[config.mk]
export PLATFORM = sky130hd
export DESIGN_NAME = modem_response_matcher_unit
export DESIGN_NICKNAME = d
export VERILOG_FILES = /design/src/hdl/mrm_pkg.sv /design/src/hdl/modem_response_matcher_unit.sv /design/src/hdl/mrm_store.sv
export SDC_FILE = /design/constraint.sdc
export NUM_CORES = 2
export LEC_CHECK = 0
export BUFFER_PORTS_ARGS = -buffer_cell sky130_fd_sc_hd__buf_2
export CORE_UTILIZATION = 50
export CTS_CLUSTER_SIZE = 28
export DETAILED_ROUTE_END_ITERATION = 10
export PLACE_DENSITY_LB_ADDON = 0.15
export SETUP_SLACK_MARGIN = 0.05
export SLEW_MARGIN = 20
export SYNTH_ARGS = -nofsm -noshare
export SYNTH_HDL_FRONTEND = slang
export SYNTH_HIERARCHICAL = 1
export SYNTH_SLANG_ARGS = --single-unit
[constraint.sdc]
create_clock -name clk -period 4.7 [get_ports clk]
set_input_delay 1.41 -clock clk [delete_from_list [all_inputs] [get_ports clk]]
set_output_delay 1.41 -clock clk [all_outputs]
set_load 0.005 [all_outputs]
[src/hdl/mrm_pkg.sv]
package mrm_pkg;

    localparam int BufferDepth = 128;
    localparam int AddrW       = $clog2(BufferDepth);
    localparam int CallerMax   = 15;
    localparam int CallerW     = $clog2(CallerMax + 1);

    localparam logic [1:0] REQ_BYTE  = 2'd0;
    localparam logic [1:0] REQ_REARM = 2'd1;
    localparam logic [1:0] REQ_READ  = 2'd2;
    localparam logic [1:0] REQ_NONE  = 2'd3;

    localparam logic [1:0] KIND_STATUS = 2'd0;
    localparam logic [1:0] KIND_CALLER = 2'd1;
    localparam logic [1:0] KIND_READ   = 2'd2;

    localparam logic [3:0] PAT_OK   = 4'd0;
    localparam logic [3:0] PAT_RING = 4'd1;
    localparam logic [3:0] PAT_CLIP = 4'd2;
    localparam logic [3:0] PAT_CR   = 4'd3;
    localparam logic [3:0] PAT_NUM  = 4'd9;

    localparam logic [7:0] CH_QUOTE = 8'd34;
    localparam logic [7:0] CH_COMMA = 8'd44;
    localparam logic [7:0] CH_ZERO  = 8'd48;
    localparam logic [7:0] CH_NINE  = 8'd57;

    localparam logic [2:0] NOTICE_LEN = 3'd7;

    // pattern length
    function automatic logic [3:0] pat_len(input logic [3:0] p);
        logic [3:0] r;
        case (p)
            4'd0: r = 4'd4;
            4'd1: r = 4'd5;
            4'd3: r = 4'd1;
            4'd4: r = 4'd1;
            4'd6: r = 4'd9;
            default: r = 4'd7;
        endcase
        return r;
    endfunction

    // pattern character at position
    function automatic logic [7:0] pat_char(input logic [3:0] p, input logic [3:0] i);
        logic [8*9-1:0] s;
        case (p)
            4'd0: s = {"OK", 8'd13, 8'd10, 40'd0};
            4'd1: s = {"RING", 8'd13, 32'd0};
            4'd2: s = {"+CLIP: ", 16'd0};
            4'd3: s = {8'd13, 64'd0};
            4'd4: s = {">", 64'd0};
            4'd5: s = {"+CPIN: ", 16'd0};
            4'd6: s = "+CGATT: 1";
            4'd7: s = {"+CMTI: ", 16'd0};
            default: s = {"+CMGR: ", 16'd0};
        endcase
        return (i < 4'd9) ? s[8*(8-i) +: 8] : 8'd0;
    endfunction

    function automatic logic [7:0] notice_char(input logic [2:0] i);
        logic [8*7-1:0] s;
        s = "+CMTI: ";
        return (i < 3'd7) ? s[8*(6-i) +: 8] : 8'd0;
    endfunction

endpackage

[src/hdl/modem_response_matcher_unit.sv]
// bytes, rearms and reads are captured, handled in S_WORK, and answered from S_DONE
// a completion scan reads the store from 0 to the write position, one store read a cycle
// a new item is taken only in S_IDLE and after the last result beat has been taken
// caller id characters go one beat a cycle unless stalled, then the closing status beat
// reset: asynchronous, active low; clears state and flags; data regs, store undefined
module modem_response_matcher_unit
    import mrm_pkg::*;
(
    input  logic       clk,
    input  logic       rst_n,
    input  logic       in_valid,
    output logic       in_ready,
    input  logic [1:0] req_type,
    input  logic [7:0] data_byte,
    input  logic       clear_buffer,
    input  logic [3:0] pattern,
    input  logic       watch_new_sms,
    input  logic [6:0] read_address,
    output logic       out_valid,
    input  logic       out_ready,
    output logic [1:0] kind,
    output logic [7:0] out_byte,
    output logic       last,
    output logic       ack,
    output logic       overflow,
    output logic       incoming_call,
    output logic       new_sms,
    output logic [7:0] sms_index
);

    typedef enum logic [2:0] {
        S_IDLE, S_WORK, S_SCAN, S_SCAN_END, S_EMIT, S_DONE
    } state_t;

    state_t state_reg;
    logic [1:0] req_reg;
    logic [7:0] byte_reg;
    logic       clr_reg, watch_in_reg;
    logic [3:0] pat_in_reg;
    logic [AddrW-1:0] write_pos_reg;
    logic [3:0] active_reg, match_reg;
    logic [2:0] notice_reg;
    logic       recv_reg, ack_reg, ovf_reg, caller_reg, notice_pend_reg, watch_reg;
    logic [7:0] index_reg;
    logic       call_reg, sms_reg;

    // scan
    logic [AddrW:0]   scan_cnt_reg;
    logic [AddrW:0]   scan_len_reg;
    logic             scan_caller_reg, scan_notice_reg;
    logic             sc_valid_reg;
    logic             in_q_reg, q_done_reg, comma_reg;
    logic [7:0]       acc_reg;
    logic [7:0]       cid_reg [CallerMax];
    logic [CallerW-1:0] nid_reg, emit_reg;

    // output register
    logic       ov_reg;
    logic [1:0] kind_reg;
    logic [7:0] ob_reg;
    logic       last_reg;
    logic [7:0] rd_hold_reg;

    logic             wr_en;
    logic [AddrW-1:0] rd_addr;
    logic [7:0]       rd_data;

    mrm_store u_store (
        .clk     (clk),
        .wr_en   (wr_en),
        .wr_addr (write_pos_reg),
        .wr_data (byte_reg),
        .rd_addr (rd_addr),
        .rd_data (rd_data)
    );

    assign in_ready = (state_reg == S_IDLE) && !ov_reg;
    assign wr_en    = (state_reg == S_WORK) && (req_reg == REQ_BYTE)
                      && recv_reg && (byte_reg != 8'd0);
    assign rd_addr  = (state_reg == S_IDLE) ? read_address[AddrW-1:0]
                                            : scan_cnt_reg[AddrW-1:0];

    assign out_valid     = ov_reg;
    assign kind          = kind_reg;
    assign out_byte      = ob_reg;
    assign last          = last_reg;
    assign ack           = ack_reg;
    assign overflow      = ovf_reg;
    assign incoming_call = call_reg;
    assign new_sms       = sms_reg;
    assign sms_index     = index_reg;

    // matcher decode for current byte
    logic [3:0] p_eff;
    logic       pat_hit, pat_end, note_hit;
    always_comb
    begin
        p_eff    = (active_reg < PAT_NUM) ? active_reg : PAT_OK;
        pat_hit  = (match_reg < pat_len(p_eff)) && (pat_char(p_eff, match_reg) == byte_reg);
        pat_end  = pat_hit && ((match_reg + 4'd1) >= pat_len(p_eff));
        note_hit = watch_reg && (notice_reg < NOTICE_LEN)
                   && (notice_char(notice_reg) == byte_reg);
    end

    logic out_take;
    assign out_take = ov_reg && out_ready;

    logic [AddrW:0] wp_inc;
    assign wp_inc = {1'b0, write_pos_reg} + 1'b1;

    always_ff @(posedge clk or negedge rst_n)
    begin
        if (!rst_n)
        begin
            state_reg       <= S_IDLE;
            write_pos_reg   <= '0;
            active_reg      <= PAT_OK;
            match_reg       <= '0;
            notice_reg      <= '0;
            recv_reg        <= 1'b0;
            ack_reg         <= 1'b0;
            ovf_reg         <= 1'b0;
            caller_reg      <= 1'b0;
            notice_pend_reg <= 1'b0;
            watch_reg       <= 1'b0;
            index_reg       <= '0;
            call_reg        <= 1'b0;
            sms_reg         <= 1'b0;
            ov_reg          <= 1'b0;
            sc_valid_reg    <= 1'b0;
        end
        else
        begin
            if (out_take)
            begin
                ov_reg <= 1'b0;
            end
            case (state_reg)
                S_IDLE:
                begin
                    if (in_valid && in_ready)
                    begin
                        req_reg      <= req_type;
                        byte_reg     <= data_byte;
                        clr_reg      <= clear_buffer;
                        pat_in_reg   <= pattern;
                        watch_in_reg <= watch_new_sms;
                        call_reg     <= 1'b0;
                        sms_reg      <= 1'b0;
                        nid_reg      <= '0;
                        state_reg    <= S_WORK;
                    end
                end
                S_WORK:
                begin
                    kind_reg  <= KIND_STATUS;
                    ob_reg    <= 8'd0;
                    last_reg  <= 1'b1;
                    state_reg <= S_DONE;
                    if (req_reg == REQ_READ)
                    begin
                        kind_reg <= KIND_READ;
                        ob_reg   <= rd_data;
                    end
                    else if (req_reg == REQ_REARM)
                    begin
                        if (clr_reg)
                        begin
                            write_pos_reg   <= '0;
                            notice_reg      <= '0;
                            ack_reg         <= 1'b0;
                            ovf_reg         <= 1'b0;
                            caller_reg      <= 1'b0;
                            notice_pend_reg <= 1'b0;
                        end
                        if (pat_in_reg < PAT_NUM)
                        begin
                            active_reg <= pat_in_reg;
                        end
                        match_reg <= '0;
                        watch_reg <= watch_in_reg;
                        recv_reg  <= 1'b1;
                    end
                    else if (wr_en)
                    begin
                        write_pos_reg <= wp_inc[AddrW-1:0];
                        if (wp_inc[AddrW])
                        begin
                            ovf_reg <= 1'b1;
                        end
                        if (pat_hit)
                        begin
                            match_reg <= match_reg + 4'd1;
                            if (pat_end)
                            begin
                                match_reg <= '0;
                                if (p_eff == PAT_RING)
                                begin
                                    active_reg    <= PAT_CLIP;
                                    write_pos_reg <= '0;
                                end
                                else if (p_eff == PAT_CLIP)
                                begin
                                    active_reg    <= PAT_CR;
                                    write_pos_reg <= '0;
                                    caller_reg    <= 1'b1;
                                end
                                else
                                begin
                                    ack_reg  <= 1'b1;
                                    recv_reg <= 1'b0;
                                    if (caller_reg || notice_pend_reg)
                                    begin
                                        // scan the store up to the wrapped write position
                                        caller_reg      <= 1'b0;
                                        notice_pend_reg <= 1'b0;
                                        call_reg        <= caller_reg;
                                        sms_reg         <= notice_pend_reg;
                                        scan_caller_reg <= caller_reg;
                                        scan_notice_reg <= notice_pend_reg;
                                        scan_len_reg    <= {1'b0, wp_inc[AddrW-1:0]};
                                        scan_cnt_reg    <= '0;
                                        sc_valid_reg    <= 1'b0;
                                        in_q_reg        <= 1'b0;
                                        q_done_reg      <= 1'b0;
                                        comma_reg       <= 1'b0;
                                        acc_reg         <= '0;
                                        state_reg       <= S_SCAN;
                                    end
                                end
                            end
                        end
                        else if (note_hit)
                        begin
                            notice_reg <= notice_reg + 3'd1;
                            match_reg  <= '0;
                            if (notice_reg + 3'd1 >= NOTICE_LEN)
                            begin
                                notice_reg      <= '0;
                                active_reg      <= PAT_CR;
                                write_pos_reg   <= '0;
                                notice_pend_reg <= 1'b1;
                            end
                        end
                        else
                        begin
                            match_reg  <= '0;
                            notice_reg <= '0;
                        end
                    end
                end
                S_SCAN, S_SCAN_END:
                begin
                    // address issue
                    if (state_reg == S_SCAN)
                    begin
                        sc_valid_reg <= scan_cnt_reg < scan_len_reg;
                        if (scan_cnt_reg < scan_len_reg)
                        begin
                            scan_cnt_reg <= scan_cnt_reg + 1'b1;
                        end
                        else
                        begin
                            state_reg <= S_SCAN_END;
                        end
                    end
                    else
                    begin
                        sc_valid_reg <= 1'b0;
                        emit_reg     <= '0;
                        if (scan_notice_reg)
                        begin
                            index_reg <= comma_reg ? acc_reg : 8'd0;
                        end
                        state_reg <= (nid_reg != '0) ? S_EMIT : S_DONE;
                        if (nid_reg == '0)
                        begin
                            kind_reg <= KIND_STATUS;
                            ob_reg   <= 8'd0;
                            last_reg <= 1'b1;
                        end
                    end
                    // data consume
                    if (sc_valid_reg)
                    begin
                        if (scan_caller_reg && !q_done_reg)
                        begin
                            if (!in_q_reg)
                            begin
                                in_q_reg <= (rd_data == CH_QUOTE);
                            end
                            else if (rd_data == CH_QUOTE)
                            begin
                                q_done_reg <= 1'b1;
                            end
                            else if (nid_reg < CallerW'(CallerMax))
                            begin
                                cid_reg[nid_reg] <= rd_data;
                                nid_reg          <= nid_reg + 1'b1;
                            end
                        end
                        if (scan_notice_reg)
                        begin
                            if (!comma_reg)
                            begin
                                comma_reg <= (rd_data == CH_COMMA);
                            end
                            else if (rd_data >= CH_ZERO && rd_data <= CH_NINE)
                            begin
                                acc_reg <= 8'((acc_reg << 3) + (acc_reg << 1)
                                              + (rd_data - CH_ZERO));
                            end
                        end
                    end
                end
                S_EMIT:
                begin
                    if (!ov_reg || out_take)
                    begin
                        ov_reg   <= 1'b1;
                        kind_reg <= KIND_CALLER;
                        ob_reg   <= cid_reg[emit_reg];
                        last_reg <= 1'b0;
                        emit_reg <= emit_reg + 1'b1;
                        if (emit_reg + 1'b1 == nid_reg)
                        begin
                            state_reg <= S_DONE;
                        end
                    end
                end
                S_DONE:
                begin
                    if (!ov_reg || out_take)
                    begin
                        ov_reg    <= 1'b1;
                        kind_reg  <= KIND_STATUS;
                        ob_reg    <= 8'd0;
                        last_reg  <= 1'b1;
                        if (req_reg == REQ_READ)
                        begin
                            kind_reg <= KIND_READ;
                            ob_reg   <= rd_hold_reg;
                        end
                        state_reg <= S_IDLE;
                    end
                end
                default:
                begin
                    state_reg <= S_IDLE;
                end
            endcase
        end
    end

    // read data held until the result beat goes out
    always_ff @(posedge clk)
    begin
        if (state_reg == S_WORK)
        begin
            rd_hold_reg <= rd_data;
        end
    end

`ifndef SYNTHESIS
    a_no_accept_busy: assert property (@(posedge clk) disable iff (!rst_n)
        (state_reg != S_IDLE) |-> !in_ready)
        else $error("input taken while busy");
    a_store_write_only_recv: assert property (@(posedge clk) disable iff (!rst_n)
        wr_en |-> recv_reg)
        else $error("store written while not receiving");
    a_caller_only_last_clear: assert property (@(posedge clk) disable iff (!rst_n)
        (out_valid && kind == KIND_CALLER) |-> !last)
        else $error("caller beat marked last");
    a_emit_bound: assert property (@(posedge clk) disable iff (!rst_n)
        (state_reg == S_EMIT) |-> (emit_reg < nid_reg))
        else $error("emit index past caller count");
`endif

endmodule

[src/hdl/mrm_store.sv]
module mrm_store
    import mrm_pkg::*;
(
    input  logic             clk,
    input  logic             wr_en,
    input  logic [AddrW-1:0] wr_addr,
    input  logic [7:0]       wr_data,
    input  logic [AddrW-1:0] rd_addr,
    output logic [7:0]       rd_data
);

    logic [7:0] mem [BufferDepth];

    // single write, registered read
    always_ff @(posedge clk)
    begin
        if (wr_en)
        begin
            mem[wr_addr] <= wr_data;
        end
        rd_data <= mem[rd_addr];
    end

endmodule
### After elaboration in Yosys (flattened, before gate mapping)

Memory sizes are Yosys's and may differ from the RTL's. A register that Yosys moved wholly into a read port is not among the register bits.
Index checks and enable logic that the tools add are counted.
W data, S select, Z words.

| storage, ports and cells | value |
|---|---|
| word-level logic and storage cells | 359 |
| memories kept | 3 |
| bits in writable memories | 1144 |
| register bits after elaboration | 110 |
| ROM bits | 344 |
| output and inout port bits | 25 |

| operators by class | value |
|---|---|
| mux-type cells | 177 |
| reductions and logical operators | 62 |
| equal/unequal tests | 53 |
| bitwise logic cells | 5 |
| $lt $le $gt $ge | 11 |
| $add $sub $neg | 11 |
| shift-type cells | 2 |

Memory list:

| name | depth | bits a word | read ports | clocked after memory_dff | write ports | RTL line | text |
|---|---|---|---|---|---|---|---|
| u_store.mem | 128 | 8 | 1 | 1 | 1 | mrm_store.sv:12 | `logic [7:0] mem [BufferDepth];` |
| (no name shown) | 8 | 43 | 1 | 0 | 0 | mrm_pkg.sv:47 | `case (p)` |
| cid_reg | 15 | 8 | 1 | 1 | 1 | modem_response_matcher_unit.sv:54 | `logic [7:0] cid_reg [CallerMax];` |

Operators with widths:

| cell | count |
|---|---|
| $mux W8 | 23 |
| $mux W4 | 23 |
| $mux W1 | 80 |
| $mux W72 | 1 |
| $shiftx A72 B33 Y8 | 1 |
| $mux W7 | 10 |
| $mux W3 | 20 |
| $shiftx A56 B33 Y8 const A | 1 |
| $ne A2 B2 Y1 const B | 26 |
| $reduce_and A12 Y1 | 3 |
| $pmux W8 S2 | 2 |
| $pmux W8 S4 | 1 |
| $reduce_and A8 Y1 | 4 |
| $reduce_and A10 Y1 | 3 |
| $reduce_and A14 Y1 | 2 |
| $add A8 B8 Y8 | 2 |
| $eq A8 B6 Y1 const B | 2 |
| $eq A8 B8 Y1 | 2 |
| $lt A4 B4 Y1 const B | 4 |
| $pmux W4 S2 | 2 |
| $pmux W4 S4 | 1 |
| $reduce_bool A2 Y1 | 8 |
| $pmux W3 S5 | 1 |
| $reduce_and A5 Y1 | 3 |
| other kinds (47) | 96 |

### Depth between registers and ports, before layout

An unclocked memory read counts as a cell.

| depth | value |
|---|---|
| depth after elaboration | 15 |
| depth in mapped cells | 19 |
| gate-level depth less buffers | 18 |

### Modules after synthesis

The synthesis kept the hierarchy.

Modules (own cells, without submodules):

| module | area an instance (µm²) | cells each | times used | sequential area each (µm²) |
|---|---|---|---|---|
| mrm_store | 39656.8 | 1634 | 1 | 30909.6 |
| modem_response_matcher_unit | 12313.1 | 1014 | 1 | 6791.5 |

### Worst setup path before layout

No wires, ideal clock.

| path | value |
|---|---|
| path type | flip-flop to flip-flop |
| start | reg byte_reg[0] |
| end | reg scan_caller_reg (enable) |
| library setup time | 399 ps |
| required time | 4301 ps |
| cell stages (with the launch flop) | 8 |
| path slack | 230 ps |
| period minus slack after synthesis | 4470 ps |
| data arrival time | 4070 ps |
| buffers on the path | 0 |
| path through | edfxtp_1 > nor4_1 > nand2_1 > nand4b_1 > clkinv_1 > o21ai_0 > or3_1 > nor4_1 |

RTL lines:

| what | RTL line | text |
|---|---|---|
| start, declared | modem_response_matcher_unit.sv:37 | `logic [7:0] byte_reg;` |
| start signal, assigned | modem_response_matcher_unit.sv:144 | `byte_reg <= data_byte;` |
| $reduce_bool A8 Y1 | modem_response_matcher_unit.sv:79 | `&& recv_reg && (byte_reg != 8'd0);` |
| $logic_and A1 B1 Y1 | modem_response_matcher_unit.sv:79 |  |
| named net wr_en | modem_response_matcher_unit.sv:64 | `logic wr_en;` |
| $reduce_and A10 Y1 (no line) | -- |  |
| end signal, assigned | modem_response_matcher_unit.sv:219 | `scan_caller_reg <= caller_reg;` |
| end, declared | modem_response_matcher_unit.sv:50 | `logic scan_caller_reg, scan_notice_reg;` |

The timed path passes the listed nets, and every way through them passes these cells.
A chain may end at the register's enable or synchronous reset.

### Final worst setup path

| path | value |
|---|---|
| start | reg match_reg[1] |
| end | reg acc_reg[5] (enable) |

| on the way | value |
|---|---|
| longest elaborated chain between the ends | 8 |

Ends and longest elaborated chain:

| what | RTL line | text |
|---|---|---|
| start, declared | modem_response_matcher_unit.sv:41 | `logic [3:0] active_reg, match_reg;` |
| start signal, assigned | modem_response_matcher_unit.sv:193 | `match_reg <= match_reg + 4'd1;` |
| $sub A4 B4 Y5 | mrm_pkg.sv:58 | `return (i < 4'd9) ? s[8*(8-i) +: 8] : 8'd0;` |
| $shiftx A72 B33 Y8 | mrm_pkg.sv:58 |  |
| $mux W8 | mrm_pkg.sv:58 |  |
| $eq A8 B8 Y1 | modem_response_matcher_unit.sv:99 | `pat_hit = (match_reg < pat_len(p_eff)) && (pat_char(p_eff, match_reg) == byte_reg);` |
| $logic_and A1 B1 Y1 | modem_response_matcher_unit.sv:99 |  |
| $logic_and A1 B1 Y1 | modem_response_matcher_unit.sv:100 | `pat_end = pat_hit && ((match_reg + 4'd1) >= pat_len(p_eff));` |
| $ne A2 B2 Y1 (no line) | -- |  |
| $reduce_and A14 Y1 (no line) (*) | -- |  |
| end signal, assigned | modem_response_matcher_unit.sv:310 | `acc_reg <= 8'((acc_reg << 3) + (acc_reg << 1)` |
| end, declared | modem_response_matcher_unit.sv:53 | `logic [7:0] acc_reg;` |

Every way passes the cells marked *; elsewhere a longest branch is shown, timed or not.

==> metrics.sh <==
DIE_HEIGHT_MICRONS=324
FINAL_WEIGHTED_CONGESTION_OF_ROUTABILITY_DRIVEN_GLOBAL_PLACEMENT=0.869
DRV_SLEW=0
TIMING.FINAL.CRIT_PERIOD_NS=4.33
FLOORPLAN.ROWS=117
FINALSETUPVIOLATIONS=0
SYNTHFLOPTYPE='edfxtp_1'
DIE-WIDTH_MICRONS=324
SHARE_SEQ_OF_TOTAL_POWER=0.444
CRIT_REQUIRED_NS=5.12
PEAK_CLOCK_FREQUENCY_SUPPORTED_BY_TIMING_MHz=231
SYNTH.FF_LATCH_COUNT=1266
R2R_SLACK_NS=0.37
FINAL_HOLD_VIOL_COUNT=0
CTS_SETUP_BUFFERS=0
POWER.SHARE.COMBINATIONAL=0.208
INTERNAL-POWER_uW=21800
CRITICALPATHCATEGORY='reg -> reg'
SYNTH.CELL_AREA_SQ_MM=0.0520
ARRIVAL_TIME_WORST_ENDPOINT_NS=4.75
CELLPOWERDENSITY_mW_PER_MM2=503
DP_SLACK_NS=0.239
INITIAL_CORE_UTIL=0.507
STATUS='finished, final reports clean'
DR.PASS1.ITERS=8
MAX-VDD-IR-DROP_uV=329
ASYNC_RESET_FF_FRAC=0.0308
LEAKAGEPOWER_uW=0.0190
SLEW_HEADROOM=0.279
WIRE_LENGTH_OF_THE_FIRST_GLOBAL_ROUTING_PASS_MM=177
CLK_PIN_SLEW_NS=0.06
HP-START='sms_index[7]'
REGTOREGSTARTPOINT='match_reg[1]'
END_KIND='flop'
TRITONCTS.NUM_BUFFERS=133
DETAILROUTE.VIA_COUNT=26200
SYN2LAYOUT_AREA_GROWTH_PCT=13.3
SYNTH_ENABLE_FLOP_CELLS=1215
PLACE_HPWL_MM=77.0
POSTSYNTHCELLCOUNT=2648
CTS_HOLD_REPAIR.BUFFERS=0
HOLD_PATH_END='sms_index[7]'
UTILIZATION=0.574
FINALSETUPTNS_NS=0
AVERAGE_VIAS_PER_PLACED_INSTANCE=6.08
MIN_PATH_CELLS=2
SYNTH_SEQ_AREA_SHARE=0.725
TRITONCTS='done'
ROOT_BUFFER='clkbuf_16'
PORT_BUFS=51
POWER_SWITCHING_uW=7770
CRITPATHLAUNCHTYPE='flop'
GRT_SETUP_UNREPAIRED='no'
PROPORTION_OF_LAYOUT_CELLS_WITH_A_DRIVE_SUFFIX_ABOVE_1=0.266
TIGHTESTPINTRANSITION_NS=1.08
POST-ROUTE-DRC-COUNT=0
CTSHTREEMAXLEVEL=4
NUMBER_OF_VIOLATIONS_OF_THE_MAX_CAPACITANCE_LIMIT=0
CRITICAL_PATH_PEAK_FANOUT=10
YOSYS-TOP-CELLS-AREA='edfxtp_1, mux4_2, dfrtp_1'
CTS_RESIZED=0
CLOCKBUFFERDEPTH=3
FIRST_GLOBAL_VIAS=26900
R2R_CELLS=13
CLOCK_NETWORK_LATENCY_TO_THE_LATER_PIN_OF_THE_WORST_SKEW_PAIR_NS=0.73
IOPINCOUNT=52
YOSYS.CELL_TYPES.COUNT=78
GRT_ANTENNA_BEFORE_REPAIR=2
FIN_SKEW_NS=0.0342
DETAILEDROUTE.FIRSTITERATIONVIOLATIONS=2593
GRTUSAGETOTAL=0.229
CLOCK_SINK_COUNT=1266
CORE_REGION_AREA_SQ_MM=0.102
FLIP_FLOP_COUNT_OF_THE_LARGEST_REGISTER_ALL_COPIES_AND_WORDS_ADDED=1024
HOLD-WORST-SLACK_NS=0.481
DIE_AREA_SQ_MM=0.105
NUMPLACEDINSTANCES=4061
LAYOUTNONFILLERINSTCOUNT=4302
POST-ROUTE-WORST-SETUP-SLACK_NS=0.368
ROUTE.ANTENNA.REMAINING_NETS=0
TOTAL_NETS_AFTER_SYNTHESIS=2730
SYNTH_TOP_AREA_FRAC=0.702
POSTSYNTHAREAPERCELL_SQ_UM=19.6
ROUTED_WIRELENGTH_MM=119
SYNTH-WARNING-COUNT=6
CRIT-REG2REG-CAPTURE='acc_reg[5]'
SWSHARE=0.263
LAYOUT_WORST_PATH_CYCLE_SHARE=0.922
FIN_NETS=2910
HP-CLASS='reg -> reg'
GRT_OVERFLOW=0
SYNTH_AREA_LEADER_CELL='edfxtp_1'
WL_PER_CELL_MICRONS=27.6
PIN_COUNT_OF_THE_BIGGEST_NET_ENTERING_GLOBAL_ROUTING=97
CLKPWRFRAC=0.348
-- cells in the mapped netlist (4+ instances only) --
cell / instances
xnor2_1: 25
nand3b_1: 11
dfxtp_1: 12
or2_2: 5
mux2_2: 19
inv_1: 48
mux2i_1: 21
and3_1: 12
a22o_1: 21
o21a_1: 8
nand4_1: 11
a211oi_1: 11
xor2_1: 14
nand4b_1: 4
o21ai_0: 58
ha_1: 50
o31ai_1: 7
nand3_1: 36
nor3_1: 24
or3_1: 7
a21oi_1: 37
nand2_1: 100
o21ai_1: 6
clkbuf_1: 68
buf_1: 29
and2_1: 22
o22ai_1: 4
nor2_1: 180
a31oi_1: 6
o21bai_1: 6
buf_2: 32
edfxtp_1: 1215
fa_1: 5
a21o_1: 11
buf_4: 8
nand2b_1: 19
nor4_1: 7
nor2b_1: 22
dfrtp_1: 39
mux4_2: 362
-- worst max-delay path, stage by stage (launching register included) --
cell	delay [ns]
dfrtp_1	0.58
inv_1	0.23
ha_1	0.37
xnor2_1	0.68
o22ai_1	0.29
nand2_1	0.16
o21bai_1	0.13
and4_1	0.25
nor4b_4	0.30
nand4_2	0.26
nor2_8	0.22
nor2_1	0.09
a211oi_1	0.23
buf_4	0.23
-- cell usage in the layout (no fill, tap or decap), types with 7 or more instances in the layout --
cell type / n
dfrtp_1: 39
clkbuf_16: 137
o21ai_0: 58
nor2_1: 179
nand3_1: 36
a211oi_1: 11
or3_1: 7
clkbuf_1: 25
bufinv_16: 12
clkinv_1: 30
nor3_1: 23
a21o_1: 11
o31ai_1: 7
mux2i_1: 21
nand4_1: 11
dfxtp_1: 11
nand3b_1: 11
nor2b_1: 22
inv_1: 48
mux4_2: 362
and2_1: 22
ha_1: 50
buf_12: 15
and3_1: 12
edfxtp_1: 1215
nand2b_1: 19
nand2_1: 100
o21a_1: 8
mux2_2: 15
xnor2_1: 25
clkinv_2: 22
buf_4: 118
a22o_1: 21
buf_2: 51
a21oi_1: 37
xor2_1: 14
-- metrics by stage --
| stage | total power, uW | area (sq um) |
|---|---|---|
| 2_1_floorplan | 17400 | 52000 |
| 3_3_place_gp | 19500 | 54600 |
| 3_5_place_dp | 19600 | 54600 |
| 4_1_cts | 29900 | 58900 |
| 5_1_grt | 30600 | 58900 |
| 6_report | 29600 | 58900 |
-- routing by layer --
metal / GRT usage / part of all wire / vias up
met5: 0.00498 / 0.00058 / -
met2: 0.372 / 0.50 / 906
li1: - / - / 11200
met1: 0.321 / 0.42 / 13900
met3: 0.0420 / 0.064 / 169
met4: 0.0606 / 0.020 / 2
-- kinds of logic after synthesis --
| family | count (synthesis) | synth area share |
|---|---|---|
| DFF | 1266 | 0.725 |
| and+or+nand+nor | 480 | 0.0453 |
| muxes | 402 | 0.165 |
| AOI/OAI and AO/OA | 216 | 0.0284 |
| buffers and inverters | 190 | 0.0154 |
| adders and majority gates | 55 | 0.0140 |
| xor gates and xnor gates | 39 | 0.00657 |
-- cell type report --
type                       instances  area, sq um
fill                            7572        43600
clock inverter                    75          731
sequential                      1266        37700
inverter                          51          191
tap                             1368         1710
clock buffer                     165         3560
antenna                            1         2.50
multi-input combinational       1192        13500
timing repair buffer             184         1440
-- how the worst max path moves through the flow --
stage                     cells after the start       startpoint  slack, ns            endpoint
after global placement                        8  read_address[0]       0.25  u_store/rd_data[1]
final                                        13     match_reg[1]       0.37          acc_reg[5]
after global routing                         13     match_reg[1]       0.18          acc_reg[4]
after floorplan                               7      byte_reg[0]       0.23     scan_caller_reg
after detailed placement                      8  read_address[0]       0.24  u_store/rd_data[1]
after CTS                                    13     match_reg[1]       0.37          acc_reg[5]
-- power by group through the flow --
| stage | Sequential, uW | Combinational [uW] | Clock [uW] |
|---|---|---|---|
| floorplan | 13400 | 4040 | 0 |
| global placement | 13400 | 6120 | 0 |
| detailed placement | 13400 | 6220 | 0 |
| CTS | 13100 | 6240 | 10500 |
| global route | 13200 | 6520 | 10900 |
| finish | 13100 | 6160 | 10300 |
No activity file was read; power rests on OpenSTA's default activity.
